<file path="src/design/skt_pkg.sv">
// ----------------------------------------------------------------------------
// skt_pkg: shared types and constants of the sorted key table
// Table geometry, request and result codes, and the microcode ROM that
// sequences insert, lookup and dump.
// ----------------------------------------------------------------------------
package skt_pkg;

    localparam int CAPACITY = 32;
    localparam int CNT_W    = $clog2(CAPACITY + 1);
    localparam int AW       = $clog2(CAPACITY);

    localparam int OP_W     = 2;
    localparam int KEY_W    = 32;
    localparam int VAL_W    = 16;
    localparam int ST_W     = 3;
    localparam int POS_W    = 7;

    // Stream data widths, rounded up to whole bytes.
    localparam int S_FIELDS_W = OP_W + KEY_W + VAL_W;
    localparam int S_DATA_W   = ((S_FIELDS_W + 7) / 8) * 8;
    localparam int M_FIELDS_W = ST_W + POS_W + KEY_W + VAL_W;
    localparam int M_DATA_W   = ((M_FIELDS_W + 7) / 8) * 8;

    localparam logic [OP_W-1:0] OP_INSERT = 2'd0;
    localparam logic [OP_W-1:0] OP_LOOKUP = 2'd1;
    localparam logic [OP_W-1:0] OP_DUMP   = 2'd2;

    localparam logic [ST_W-1:0] ST_INSERTED  = 3'd0;
    localparam logic [ST_W-1:0] ST_DUPLICATE = 3'd1;
    localparam logic [ST_W-1:0] ST_FULL      = 3'd2;
    localparam logic [ST_W-1:0] ST_FOUND     = 3'd3;
    localparam logic [ST_W-1:0] ST_NOT_FOUND = 3'd4;
    localparam logic [ST_W-1:0] ST_LISTED    = 3'd5;
    localparam logic [ST_W-1:0] ST_EMPTY     = 3'd6;

    typedef struct packed {
        logic [KEY_W-1:0] key;
        logic             kind;
        logic [VAL_W-1:0] value;
    } entry_t;

    // Program steps. Fall-through order matters: a step that does not jump
    // continues with the next one.
    typedef enum logic [3:0] {
        S_IDLE       = 4'd0,
        S_SCAN       = 4'd1,
        S_RESOLVE    = 4'd2,
        S_SHIFT      = 4'd3,
        S_DRAIN      = 4'd4,
        S_WNEW       = 4'd5,
        S_EMIT_RES   = 4'd6,
        S_DUMP_CHK   = 4'd7,
        S_DUMP       = 4'd8,
        S_DUMP_END   = 4'd9,
        S_EMIT_EMPTY = 4'd10
    } step_t;

    typedef enum logic [2:0] {
        C_NEXT,
        C_ALWAYS,
        C_DISPATCH,
        C_SCAN_MORE,
        C_REPORT,
        C_SHIFT_MORE,
        C_EMPTY,
        C_DUMP_MORE
    } cond_t;

    typedef enum logic [2:0] {
        U_NONE,
        U_ACCEPT,
        U_SCAN,
        U_RESOLVE,
        U_SHIFT,
        U_WNEW,
        U_DUMP
    } uop_t;

    typedef enum logic [1:0] {
        EM_NONE,
        EM_RES,
        EM_LIST,
        EM_EMPTY
    } emit_t;

    typedef struct packed {
        uop_t  uop;
        emit_t emit;
        cond_t cond;
        step_t target;
    } ctl_t;

    function automatic ctl_t ucode(step_t step);
        ctl_t w;
        unique case (step)
            S_IDLE:       w = '{U_ACCEPT,  EM_NONE,  C_DISPATCH,   S_IDLE};
            S_SCAN:       w = '{U_SCAN,    EM_NONE,  C_SCAN_MORE,  S_SCAN};
            S_RESOLVE:    w = '{U_RESOLVE, EM_NONE,  C_REPORT,     S_EMIT_RES};
            S_SHIFT:      w = '{U_SHIFT,   EM_NONE,  C_SHIFT_MORE, S_SHIFT};
            S_DRAIN:      w = '{U_NONE,    EM_NONE,  C_NEXT,       S_IDLE};
            S_WNEW:       w = '{U_WNEW,    EM_NONE,  C_NEXT,       S_IDLE};
            S_EMIT_RES:   w = '{U_NONE,    EM_RES,   C_ALWAYS,     S_IDLE};
            S_DUMP_CHK:   w = '{U_NONE,    EM_NONE,  C_EMPTY,      S_EMIT_EMPTY};
            S_DUMP:       w = '{U_DUMP,    EM_LIST,  C_DUMP_MORE,  S_DUMP};
            S_DUMP_END:   w = '{U_NONE,    EM_NONE,  C_ALWAYS,     S_IDLE};
            S_EMIT_EMPTY: w = '{U_NONE,    EM_EMPTY, C_ALWAYS,     S_IDLE};
            default:      w = '{U_NONE,    EM_NONE,  C_ALWAYS,     S_IDLE};
        endcase
        return w;
    endfunction

endpackage

</file>
<file path="src/design/sorted_key_table_insert_lookup_unit.sv">
// ----------------------------------------------------------------------------
// sorted_key_table_insert_lookup_unit: sorted key table with insert/lookup/dump
// Requests arrive on the s_ stream and results leave on the m_ stream; the
// table keeps up to CAPACITY entries in ascending key order, under a microcode ROM.
// s_tdata = {opcode, part_number, part_value} from the low bits up, s_tuser
// carries part_kind; m_tdata = {status, position, key_out, value_out}, m_tuser
// carries kind_out and m_tlast marks the final result of a request.
// A lookup or a rejected insert scans the entries in order and then gives its
// result; the next request can be taken in the cycle after that result is emitted.
// A stored insert then moves every later entry up by one, one per cycle, writes
// the new entry and gives its result. Dump gives one result per entry, one per
// cycle while the receiver takes them; an empty table gives one result with
// status empty. The single memory read port serves the scan, the move and the
// dump. An unused opcode is consumed with no result.
// Reset empties the table and drops any pending result. When the receiver
// stalls, the held result stays on m_ and the sequencer waits at the step that
// wants to emit; a new request can still be taken while the last result of the
// previous one waits.
// ----------------------------------------------------------------------------
module sorted_key_table_insert_lookup_unit (
    input  logic                          aclk,
    input  logic                          aresetn,
    // s_tdata: opcode[1:0], part_number[33:2], part_value[49:34], zero fill
    input  logic [skt_pkg::S_DATA_W-1:0]  s_tdata,
    // s_tuser: part_kind
    input  logic                          s_tuser,
    input  logic                          s_tvalid,
    output logic                          s_tready,
    // m_tdata: status[2:0], position[9:3], key_out[41:10], value_out[57:42],
    // zero fill
    output logic [skt_pkg::M_DATA_W-1:0]  m_tdata,
    // m_tuser: kind_out
    output logic                          m_tuser,
    output logic                          m_tlast,
    output logic                          m_tvalid,
    input  logic                          m_tready
);
    import skt_pkg::*;

    localparam logic [CNT_W-1:0] CNT_CAP = CNT_W'(CAPACITY);
    localparam logic [CNT_W-1:0] ONE     = CNT_W'(1);

    // Sequencer
    step_t pc_reg, pc_next;
    ctl_t  ctl;

    // Request
    logic [OP_W-1:0]  op_reg;
    logic [KEY_W-1:0] key_reg;
    logic             kind_reg;
    logic [VAL_W-1:0] value_reg;

    // Datapath
    logic [CNT_W-1:0] cnt_reg;
    logic [CNT_W-1:0] idx_reg;
    logic [CNT_W-1:0] pos_reg;
    logic             chk_reg;
    logic             hit_reg;
    logic [ST_W-1:0]  status_reg;
    logic             pend_reg;
    logic [AW-1:0]    wr_addr_reg;
    entry_t           rd_reg;
    entry_t           entry_mem [CAPACITY];

    // Output register
    logic             m_tvalid_reg;
    logic [ST_W-1:0]  o_status_reg;
    logic [POS_W-1:0] o_pos_reg;
    logic [KEY_W-1:0] o_key_reg;
    logic             o_kind_reg;
    logic [VAL_W-1:0] o_value_reg;
    logic             o_last_reg;

    logic [OP_W-1:0]  in_op;
    logic             accept;
    logic [CNT_W-1:0] idx_m1;
    logic             key_ge, key_eq, at_end, scan_stop, shift_more, full, report;
    logic             emit_now, hold, taken;
    logic             mem_re, mem_we;
    logic [AW-1:0]    mem_raddr, mem_waddr;
    entry_t           mem_wdata;

    assign ctl      = ucode(pc_reg);
    assign in_op    = s_tdata[OP_W-1:0];
    assign s_tready = (ctl.uop == U_ACCEPT);
    assign accept   = s_tvalid && s_tready;

    assign idx_m1     = idx_reg - ONE;
    assign key_ge     = chk_reg && (rd_reg.key >= key_reg);
    assign key_eq     = chk_reg && (rd_reg.key == key_reg);
    assign at_end     = (idx_reg == cnt_reg);
    assign scan_stop  = key_ge || at_end;
    assign shift_more = (idx_reg > pos_reg);
    assign full       = (cnt_reg == CNT_CAP);
    assign report     = (op_reg == OP_LOOKUP) || hit_reg || full;

    // A step that wants to emit waits while the output register holds a result that the receiver does not take.
    assign emit_now = (ctl.emit == EM_RES) || (ctl.emit == EM_EMPTY) ||
                      ((ctl.emit == EM_LIST) && chk_reg);
    assign hold     = emit_now && m_tvalid_reg && !m_tready;

    // Next step
    always_comb begin
        taken = 1'b0;
        unique case (ctl.cond)
            C_NEXT:       taken = 1'b0;
            C_ALWAYS:     taken = 1'b1;
            C_DISPATCH:   taken = 1'b0;
            C_SCAN_MORE:  taken = !scan_stop;
            C_REPORT:     taken = report;
            C_SHIFT_MORE: taken = shift_more;
            C_EMPTY:      taken = (cnt_reg == '0);
            C_DUMP_MORE:  taken = !(chk_reg && at_end);
            default:      taken = 1'b0;
        endcase
    end

    always_comb begin
        pc_next = pc_reg;
        if (!hold) begin
            if (ctl.cond == C_DISPATCH) begin
                if (s_tvalid) begin
                    unique case (in_op) inside
                        OP_INSERT, OP_LOOKUP: pc_next = S_SCAN;
                        OP_DUMP:              pc_next = S_DUMP_CHK;
                        default:              pc_next = S_IDLE;
                    endcase
                end
            end else if (taken) begin
                pc_next = ctl.target;
            end else begin
                pc_next = step_t'(pc_reg + 4'd1);
            end
        end
    end

    always_ff @(posedge aclk) begin
        if (!aresetn) begin
            pc_reg <= S_IDLE;
        end else begin
            pc_reg <= pc_next;
        end
    end

    // Memory port control
    always_comb begin
        mem_re    = 1'b0;
        mem_raddr = idx_reg[AW-1:0];
        if (!hold) begin
            unique case (ctl.uop)
                U_SCAN:  mem_re = !scan_stop;
                U_SHIFT: begin
                    mem_re    = shift_more;
                    mem_raddr = idx_m1[AW-1:0];
                end
                U_DUMP:  mem_re = !at_end;
                default: mem_re = 1'b0;
            endcase
        end
    end

    // A moved entry is written in the cycle after its read; the new entry goes
    // in only after the last move has drained.
    always_comb begin
        if (pend_reg) begin
            mem_we    = 1'b1;
            mem_waddr = wr_addr_reg;
            mem_wdata = rd_reg;
        end else begin
            mem_we    = (ctl.uop == U_WNEW);
            mem_waddr = pos_reg[AW-1:0];
            mem_wdata = '{key: key_reg, kind: kind_reg, value: value_reg};
        end
    end

    always_ff @(posedge aclk) begin
        if (mem_we) begin
            entry_mem[mem_waddr] <= mem_wdata;
        end
        if (mem_re) begin
            rd_reg <= entry_mem[mem_raddr];
        end
    end

    // Datapath registers
    always_ff @(posedge aclk) begin
        if (!aresetn) begin
            cnt_reg  <= '0;
            pend_reg <= 1'b0;
            chk_reg  <= 1'b0;
        end else begin
            pend_reg <= !hold && (ctl.uop == U_SHIFT) && shift_more;
            if (!hold) begin
                unique case (ctl.uop)
                    U_ACCEPT: begin
                        if (accept) begin
                            op_reg    <= in_op;
                            key_reg   <= s_tdata[OP_W +: KEY_W];
                            value_reg <= s_tdata[OP_W + KEY_W +: VAL_W];
                            kind_reg  <= s_tuser;
                            idx_reg   <= '0;
                            chk_reg   <= 1'b0;
                        end
                    end
                    U_SCAN: begin
                        if (scan_stop) begin
                            pos_reg <= idx_reg - CNT_W'(key_ge);
                            hit_reg <= key_eq;
                        end else begin
                            idx_reg <= idx_reg + ONE;
                            chk_reg <= 1'b1;
                        end
                    end
                    U_RESOLVE: begin
                        idx_reg <= cnt_reg;
                        if (op_reg == OP_LOOKUP) begin
                            status_reg <= hit_reg ? ST_FOUND : ST_NOT_FOUND;
                        end else if (hit_reg) begin
                            status_reg <= ST_DUPLICATE;
                        end else if (full) begin
                            status_reg <= ST_FULL;
                        end else begin
                            status_reg <= ST_INSERTED;
                        end
                    end
                    U_SHIFT: begin
                        if (shift_more) begin
                            wr_addr_reg <= idx_reg[AW-1:0];
                            idx_reg     <= idx_m1;
                        end
                    end
                    U_WNEW: begin
                        cnt_reg <= cnt_reg + ONE;
                    end
                    U_DUMP: begin
                        chk_reg <= 1'b1;
                        if (!at_end) begin
                            idx_reg <= idx_reg + ONE;
                        end
                    end
                    default: begin
                    end
                endcase
            end
        end
    end

    // Output register
    always_ff @(posedge aclk) begin
        if (!aresetn) begin
            m_tvalid_reg <= 1'b0;
        end else if (emit_now && !hold) begin
            m_tvalid_reg <= 1'b1;
        end else if (m_tready) begin
            m_tvalid_reg <= 1'b0;
        end
    end

    always_ff @(posedge aclk) begin
        if (emit_now && !hold) begin
            case (ctl.emit)
                EM_LIST: begin
                    o_status_reg <= ST_LISTED;
                    o_pos_reg    <= POS_W'(idx_m1);
                    o_key_reg    <= rd_reg.key;
                    o_kind_reg   <= rd_reg.kind;
                    o_value_reg  <= rd_reg.value;
                    o_last_reg   <= at_end;
                end
                EM_RES: begin
                    o_status_reg <= status_reg;
                    o_last_reg   <= 1'b1;
                    case (status_reg) inside
                        ST_DUPLICATE, ST_FOUND: begin
                            o_pos_reg   <= POS_W'(pos_reg);
                            o_key_reg   <= rd_reg.key;
                            o_kind_reg  <= rd_reg.kind;
                            o_value_reg <= rd_reg.value;
                        end
                        ST_INSERTED: begin
                            o_pos_reg   <= POS_W'(pos_reg);
                            o_key_reg   <= key_reg;
                            o_kind_reg  <= kind_reg;
                            o_value_reg <= value_reg;
                        end
                        default: begin
                            o_pos_reg   <= POS_W'(cnt_reg);
                            o_key_reg   <= key_reg;
                            o_kind_reg  <= 1'b0;
                            o_value_reg <= '0;
                        end
                    endcase
                end
                default: begin
                    o_status_reg <= ST_EMPTY;
                    o_pos_reg    <= '0;
                    o_key_reg    <= '0;
                    o_kind_reg   <= 1'b0;
                    o_value_reg  <= '0;
                    o_last_reg   <= 1'b1;
                end
            endcase
        end
    end

    assign m_tvalid = m_tvalid_reg;
    assign m_tdata  = {(M_DATA_W - M_FIELDS_W)'(0), o_value_reg, o_key_reg,
                       o_pos_reg, o_status_reg};
    assign m_tuser  = o_kind_reg;
    assign m_tlast  = o_last_reg;

endmodule

</file>
<file path="config.mk">
export PLATFORM = sky130hd
export DESIGN_NAME = sorted_key_table_insert_lookup_unit
export DESIGN_NICKNAME = d
export VERILOG_FILES = /design/src/design/skt_pkg.sv /design/src/design/sorted_key_table_insert_lookup_unit.sv
export SDC_FILE = /design/constraint.sdc
export NUM_CORES = 2
export LEC_CHECK = 0
export BUFFER_PORTS_ARGS = -buffer_cell sky130_fd_sc_hd__buf_2
export CORE_UTILIZATION = 50
export CTS_CLUSTER_DIAMETER = 80
export DETAILED_ROUTE_END_ITERATION = 6
export PLACE_DENSITY = 0.66
export SLEW_MARGIN = 30
export SYNTH_ARGS = -nofsm -noshare
export SYNTH_HDL_FRONTEND = slang
export SYNTH_SLANG_ARGS = --single-unit
</file>
<file path="constraint.sdc">
create_clock -name aclk -period 7.7 [get_ports aclk]
set_clock_uncertainty 0.2 [all_clocks]
set_input_delay 0.385 -clock aclk [delete_from_list [all_inputs] [get_ports aclk]]
set_output_delay 0.385 -clock aclk [all_outputs]
set_load 0.01 [all_outputs]
</file>
; After elaboration in Yosys (flattened, before gate mapping)
; Memories as Yosys holds them, arrays and structs flattened. A register that Yosys moved wholly into a read port is not among the register bits.
; Index checks and enable logic that the tools add are counted.
[word_totals]
register_bits = 145
ramBits = 1568
romBits = 192
inputBits = 61
output_inout_bits = 68
wordCells = 139
mem_count = 2
[op_classes]
add_sub_neg = 5
n_lt_le_gt_ge = 2
n_eq_ne = 29
mux = 42
bitwise = 1
reduce_logical = 38
[memory_table]
columns = name, depth, word_bits, rd, rd_clocked_by_memory_dff, write_ports, line_no
row1 = entry_mem, 32, 49, 1, 1, 1, sorted_key_table_insert_lookup_unit.sv:63  ; entry_t entry_mem [CAPACITY];
row2 = (no name shown), 16, 12, 1, 1, 0, skt_pkg.sv:95  ; unique case (step)
[ops]
columns = cell, n
row1 = $pmux 32 s2, 1
row2 = $mux 49, 1
row3 = $mux 6, 6
row4 = $eq 32x32->1, 1
row5 = $ge 32x32->1, 1
row6 = $mux 16, 2
row7 = $mux 32, 1
row8 = $pmux 16 s2, 1
row9 = $pmux 6 s5, 1
row10 = $eq 3x3->1 const B, 7
row11 = $mux 4, 5
row12 = $reduce_and 4->1, 4
row13 = $eq 3x2->1 const B, 5
row14 = $mux 5, 3
row15 = $add 6x1->6 const B, 2
row16 = $pmux 3 s2, 2
row17 = $pmux 6 s2, 1
row18 = $logic_and 1x1->1, 10
row19 = $mux 1, 10
row20 = $eq 3x1->1 const B, 3
row21 = $ne 2x2->1 const B, 4
row22 = $pmux 1 s7, 1
row23 = $reduce_and 7->1, 1
row24 = $eq 2x1->1 const B, 3
row25 = 24 further kinds, 41

; Logic depth before layout (Yosys ltp)
[logic_depth]
word_depth = 9
mapped_depth = 17
ltp_nobuf = 16

; Least setup slack after synthesis
; OpenSTA, ideal clock, no wires.
[synth_path]
path_type = reg2reg
startpoint = reg rd_reg[24] (netlist name)
endpoint = reg rd_reg[0] (netlist name)
setup_time_ns = 0.516
t_arrival_ns = 5.132
required_ns = 6.984
slack_ns = 1.852
stages_incl_launch_ff = 10
path_buffers = 0
synth_period_minus_slack_ns = 5.848
path_cell_list = edfxtp_1 > ha_1 > a21oi_1 > o21ai_0 > a221o_1 > o31a_1 > nor2_1 > or3_1 > a32oi_1 > nor3_1
[synth_via]
elab_chain_cells = 6
[synth_rtl]
columns = item, line_no
row1 = $ge 32x32->1, sorted_key_table_insert_lookup_unit.sv:89  ; assign key_ge = chk_reg && (rd_reg.key >= key_reg);
row2 = $logic_and 1x1->1, sorted_key_table_insert_lookup_unit.sv:89
row3 = $logic_or 1x1->1, sorted_key_table_insert_lookup_unit.sv:92  ; assign scan_stop = key_ge || at_end;
row4 = $logic_not 1->1, sorted_key_table_insert_lookup_unit.sv:151  ; U_SCAN: mem_re = !scan_stop;
row5 = $pmux 1 s3, sorted_key_table_insert_lookup_unit.sv:150  ; unique case (ctl.uop)
row6 = $mux 1, sorted_key_table_insert_lookup_unit.sv:149  ; if (!hold) begin
row7 = via mem_re, sorted_key_table_insert_lookup_unit.sv:79  ; logic mem_re, mem_we;
; The timed path passes the listed nets, and every way through them passes these cells.
; A chain may end at the register's enable or synchronous reset.

; Worst setup path in the final report
[layout_path]
startpoint = reg rd_reg[46] (netlist name)
endpoint = reg ctl[11] (netlist name)
[layout_via]
elab_chain_cells = 9
[layout_rtl]
columns = item, line_no
row1 = $ge 32x32->1, sorted_key_table_insert_lookup_unit.sv:89
row2 = $logic_and 1x1->1, sorted_key_table_insert_lookup_unit.sv:89
row3 = $logic_or 1x1->1, sorted_key_table_insert_lookup_unit.sv:92
row4 = $logic_not 1->1, sorted_key_table_insert_lookup_unit.sv:109  ; C_SCAN_MORE: taken = !scan_stop;
row5 = $pmux 1 s7, sorted_key_table_insert_lookup_unit.sv:105  ; unique case (ctl.cond)
row6 = $mux 4, sorted_key_table_insert_lookup_unit.sv:129  ; end else if (taken) begin
row7 = $mux 4, sorted_key_table_insert_lookup_unit.sv:121  ; if (ctl.cond == C_DISPATCH) begin
row8 = $mux 4 (no line) (2 in series), --
; Every way passes these cells.

==> impl_metrics.yaml <==
status:
  status: "complete, no violations"
placement:
  hpwl_mm: 88.7
  dpl-instance-area_um2: 73200
  dp_slack_ps: 3010
  port-buffer-count: 115
  gp_congestion: 0.821
  dp.cells: 5471
yosys:
  async_reset_ff_frac: 0
  netlist_instances: 3585
  synth_edf_count: 1748
  ys_seq_area_frac: 0.758
  yosys.area.top_type: "edfxtp_1"
  avgSynthCellArea_um2: 19.5
  syn-cell-area_um2: 69900
  synth-seq-cells: 1773
  synth_ff_type: "edfxtp_1"
  synth_area_leaders: "edfxtp_1 75%, mux4_2 13%, nand2_1 2.0%"
  synthDistinctLibCells: 68
  yosysTopAreaCellShare: 0.751
  yosysWarnings: 0
critical_path:
  startpoint_type: "register"
  end_kind: "register"
  critPathMaxFanout: 8
  path_class: "register to register"
  startpoint: "rd_reg[46]"
  required_ps: 8240
  r2r_start: "rd_reg[46]"
  worstPathArrival_ps: 5430
  rrSetupSlack_ps: 2800
power:
  p_leak_nw: 25.3
  p_sw_frac: 0.281
  p_seq_frac: 0.451
  power_density_nw_per_um2: 319
  pwr-share-comb: 0.224
  peakVddDrop_v: 0.000297
  p_int_mw: 18.2
  p_switching_mw: 7.11
  p_total_mw: 25.3
  clkPwrFrac: 0.324
final_layout:
  mostFrequentLayoutCells: "1748 x edfxtp_1, 392 x mux4_2, 376 x nand2_1"
  antenna_cells: 0
  nets: 3958
  largest_reg_flops: 1568
  area_growth_pct: 13.5
  nFillCells: 10100
  design_area_um2: 79400
  drive_gt1_frac: 0.237
  fin_cells: 5858
  mostFrequentLayoutCell: "edfxtp_1"
cts:
  root_buffer: "clkbuf_16"
  cts.sinks: 1773
  clk_pin_slew_ps: 60
  cts_tree: "yes"
  postCtsSetupRepairBufs: 0
  h-tree-depth: 4
  insertion_delay_ps: 820
  numCtsBuffers: 177
  clock_path_buffers: 3
timing:
  setup_viol: 0
  finalHoldViolations: 0
  finalSetupTns_ps: 0
  rsz0062_at_grt: "false"
  max_freq_mhz: 204
  setup_ws_ps: 2800
  finalCritPeriodShare: 0.636
  worstMarginPinSlew_ps: 1060
  slew_violations: 0
  period_minus_slack_ps: 4900
  relSlewSlack: 0.293
die:
  dieWidth_um: 376
  fp.dieH_um: 376
  core_area_um2: 138000
  start_util: 0.506
  num_io_pins: 129
  die_area_um2: 141000
  rows: 136
global_route:
  grt.overflow.total: 0
  grt_pass1_vias: 36000
  antenna_found_initial: 2
  grt_max_degree: 138
  track_usage: 0.251
  grt_pass1_wl_mm: 251
routing:
  post_drt_wl_per_cell_um: 29.9
  first_pass_iters: 5
  vias: 35900
  drt_iter0_markers: 4408
  drc: 0
  routed_wl_mm: 175
  vias_per_cell: 6.12
  drtAntennaViolNets: 0
hold_path:
  hold_start: "s_tdata[23]"
  hold_path_class: "input pin to register"
job:
  drv_cap: 0
cells in the mapped netlist (3+ instances only):
cell / instances
o21ai_0: 53
and3_1: 51
clkbuf_1: 79
a21o_1: 6
a32oi_1: 52
o32ai_1: 5
dfxtp_1: 25
mux4_2: 392
and4_1: 4
nand3_1: 122
a22o_1: 17
nor2b_1: 14
xor2_1: 17
inv_1: 57
mux2i_1: 54
o22ai_1: 6
o21a_1: 4
nand2_1: 376
nor3_1: 10
nor2_1: 123
o21ai_1: 3
o31a_1: 4
mux2_2: 22
buf_2: 77
nand4_1: 9
ha_1: 53
a22oi_1: 57
edfxtp_1: 1748
buf_1: 17
buf_4: 26
and2_1: 3
nand2b_1: 7
xnor2_1: 11
a21oi_1: 35
worst paths after layout:
| check | end | cells past startpoint |
|---|---|---|
| setup / recovery | ctl[11] | 16 |
| hold reg to reg | status_reg[0] | 0 |
| hold / removal | key_reg[21] | 2 |
| setup reg to reg | ctl[11] | 16 |
worst max-delay path: stages, from the launching register on:
cell	delay, ps
edfxtp_1	450
ha_1	380
nand4_1	310
nor4_1	360
buf_4	210
nand3_1	410
nand4_1	610
nor3_2	170
nor2_8	240
mux2i_1	360
a21oi_1	190
inv_1	120
ha_1	210
nand3_1	80
mux2i_1	270
a21oi_1	90
o22ai_2	130
cell type report:
type / instances / area, um2 / area share
Clock buffer: 223 / 4690 / 0.0591
Clock inverter: 107 / 812 / 0.0102
Inverter: 57 / 214 / 0.00270
Multi-Input combinational cell: 1560 / 16100 / 0.203
Sequential cell: 1773 / 53000 / 0.668
Tap cell: 1863 / 2330 / 0.0294
Timing Repair Buffer: 275 / 2180 / 0.0275
kinds of logic after synthesis:
group	share of synthesized area
muxes	0.138
AOI/OAI and AO/OA	0.0271
and+or+nand+nor	0.0469
adders and majority gates	0.00949
xor gates and xnor gates	0.00351
DFF	0.758
buffers and inverters	0.0168
other	0.0000537
routing by layer:
layer | global-route usage | routed length [um] | up-vias
li1 | - | - | 15000
met1 | 0.351 | 69800 | 18800
met2 | 0.394 | 83200 | 1722
met3 | 0.0639 | 18100 | 277
met4 | 0.0685 | 3870 | 2
met5 | 0 | 14 | -
per-stage QoR:
step	utilization	hold slack [ps]
floorplan	-	251
global placement	0.529	297
detailed placement	0.531	309
CTS	0.574	31.3
global route	0.575	70.4
finish	0.575	73.8
what timing repair did:
action                    CTS  global route
resized for setup           0             0
hold endpoints to repair   91             0
hold buffers               54             0
power by group through the flow:
stage	registers [mW]	logic (mW)	clock network, mW
2_1_floorplan	11.5	4.19	0
3_3_place_gp	11.6	5.63	0
3_5_place_dp	11.6	5.68	0
4_1_cts	11.4	5.72	8.32
5_1_grt	11.4	6.14	8.68
6_report	11.4	5.68	8.22
(Power assumes the default switching activity.)
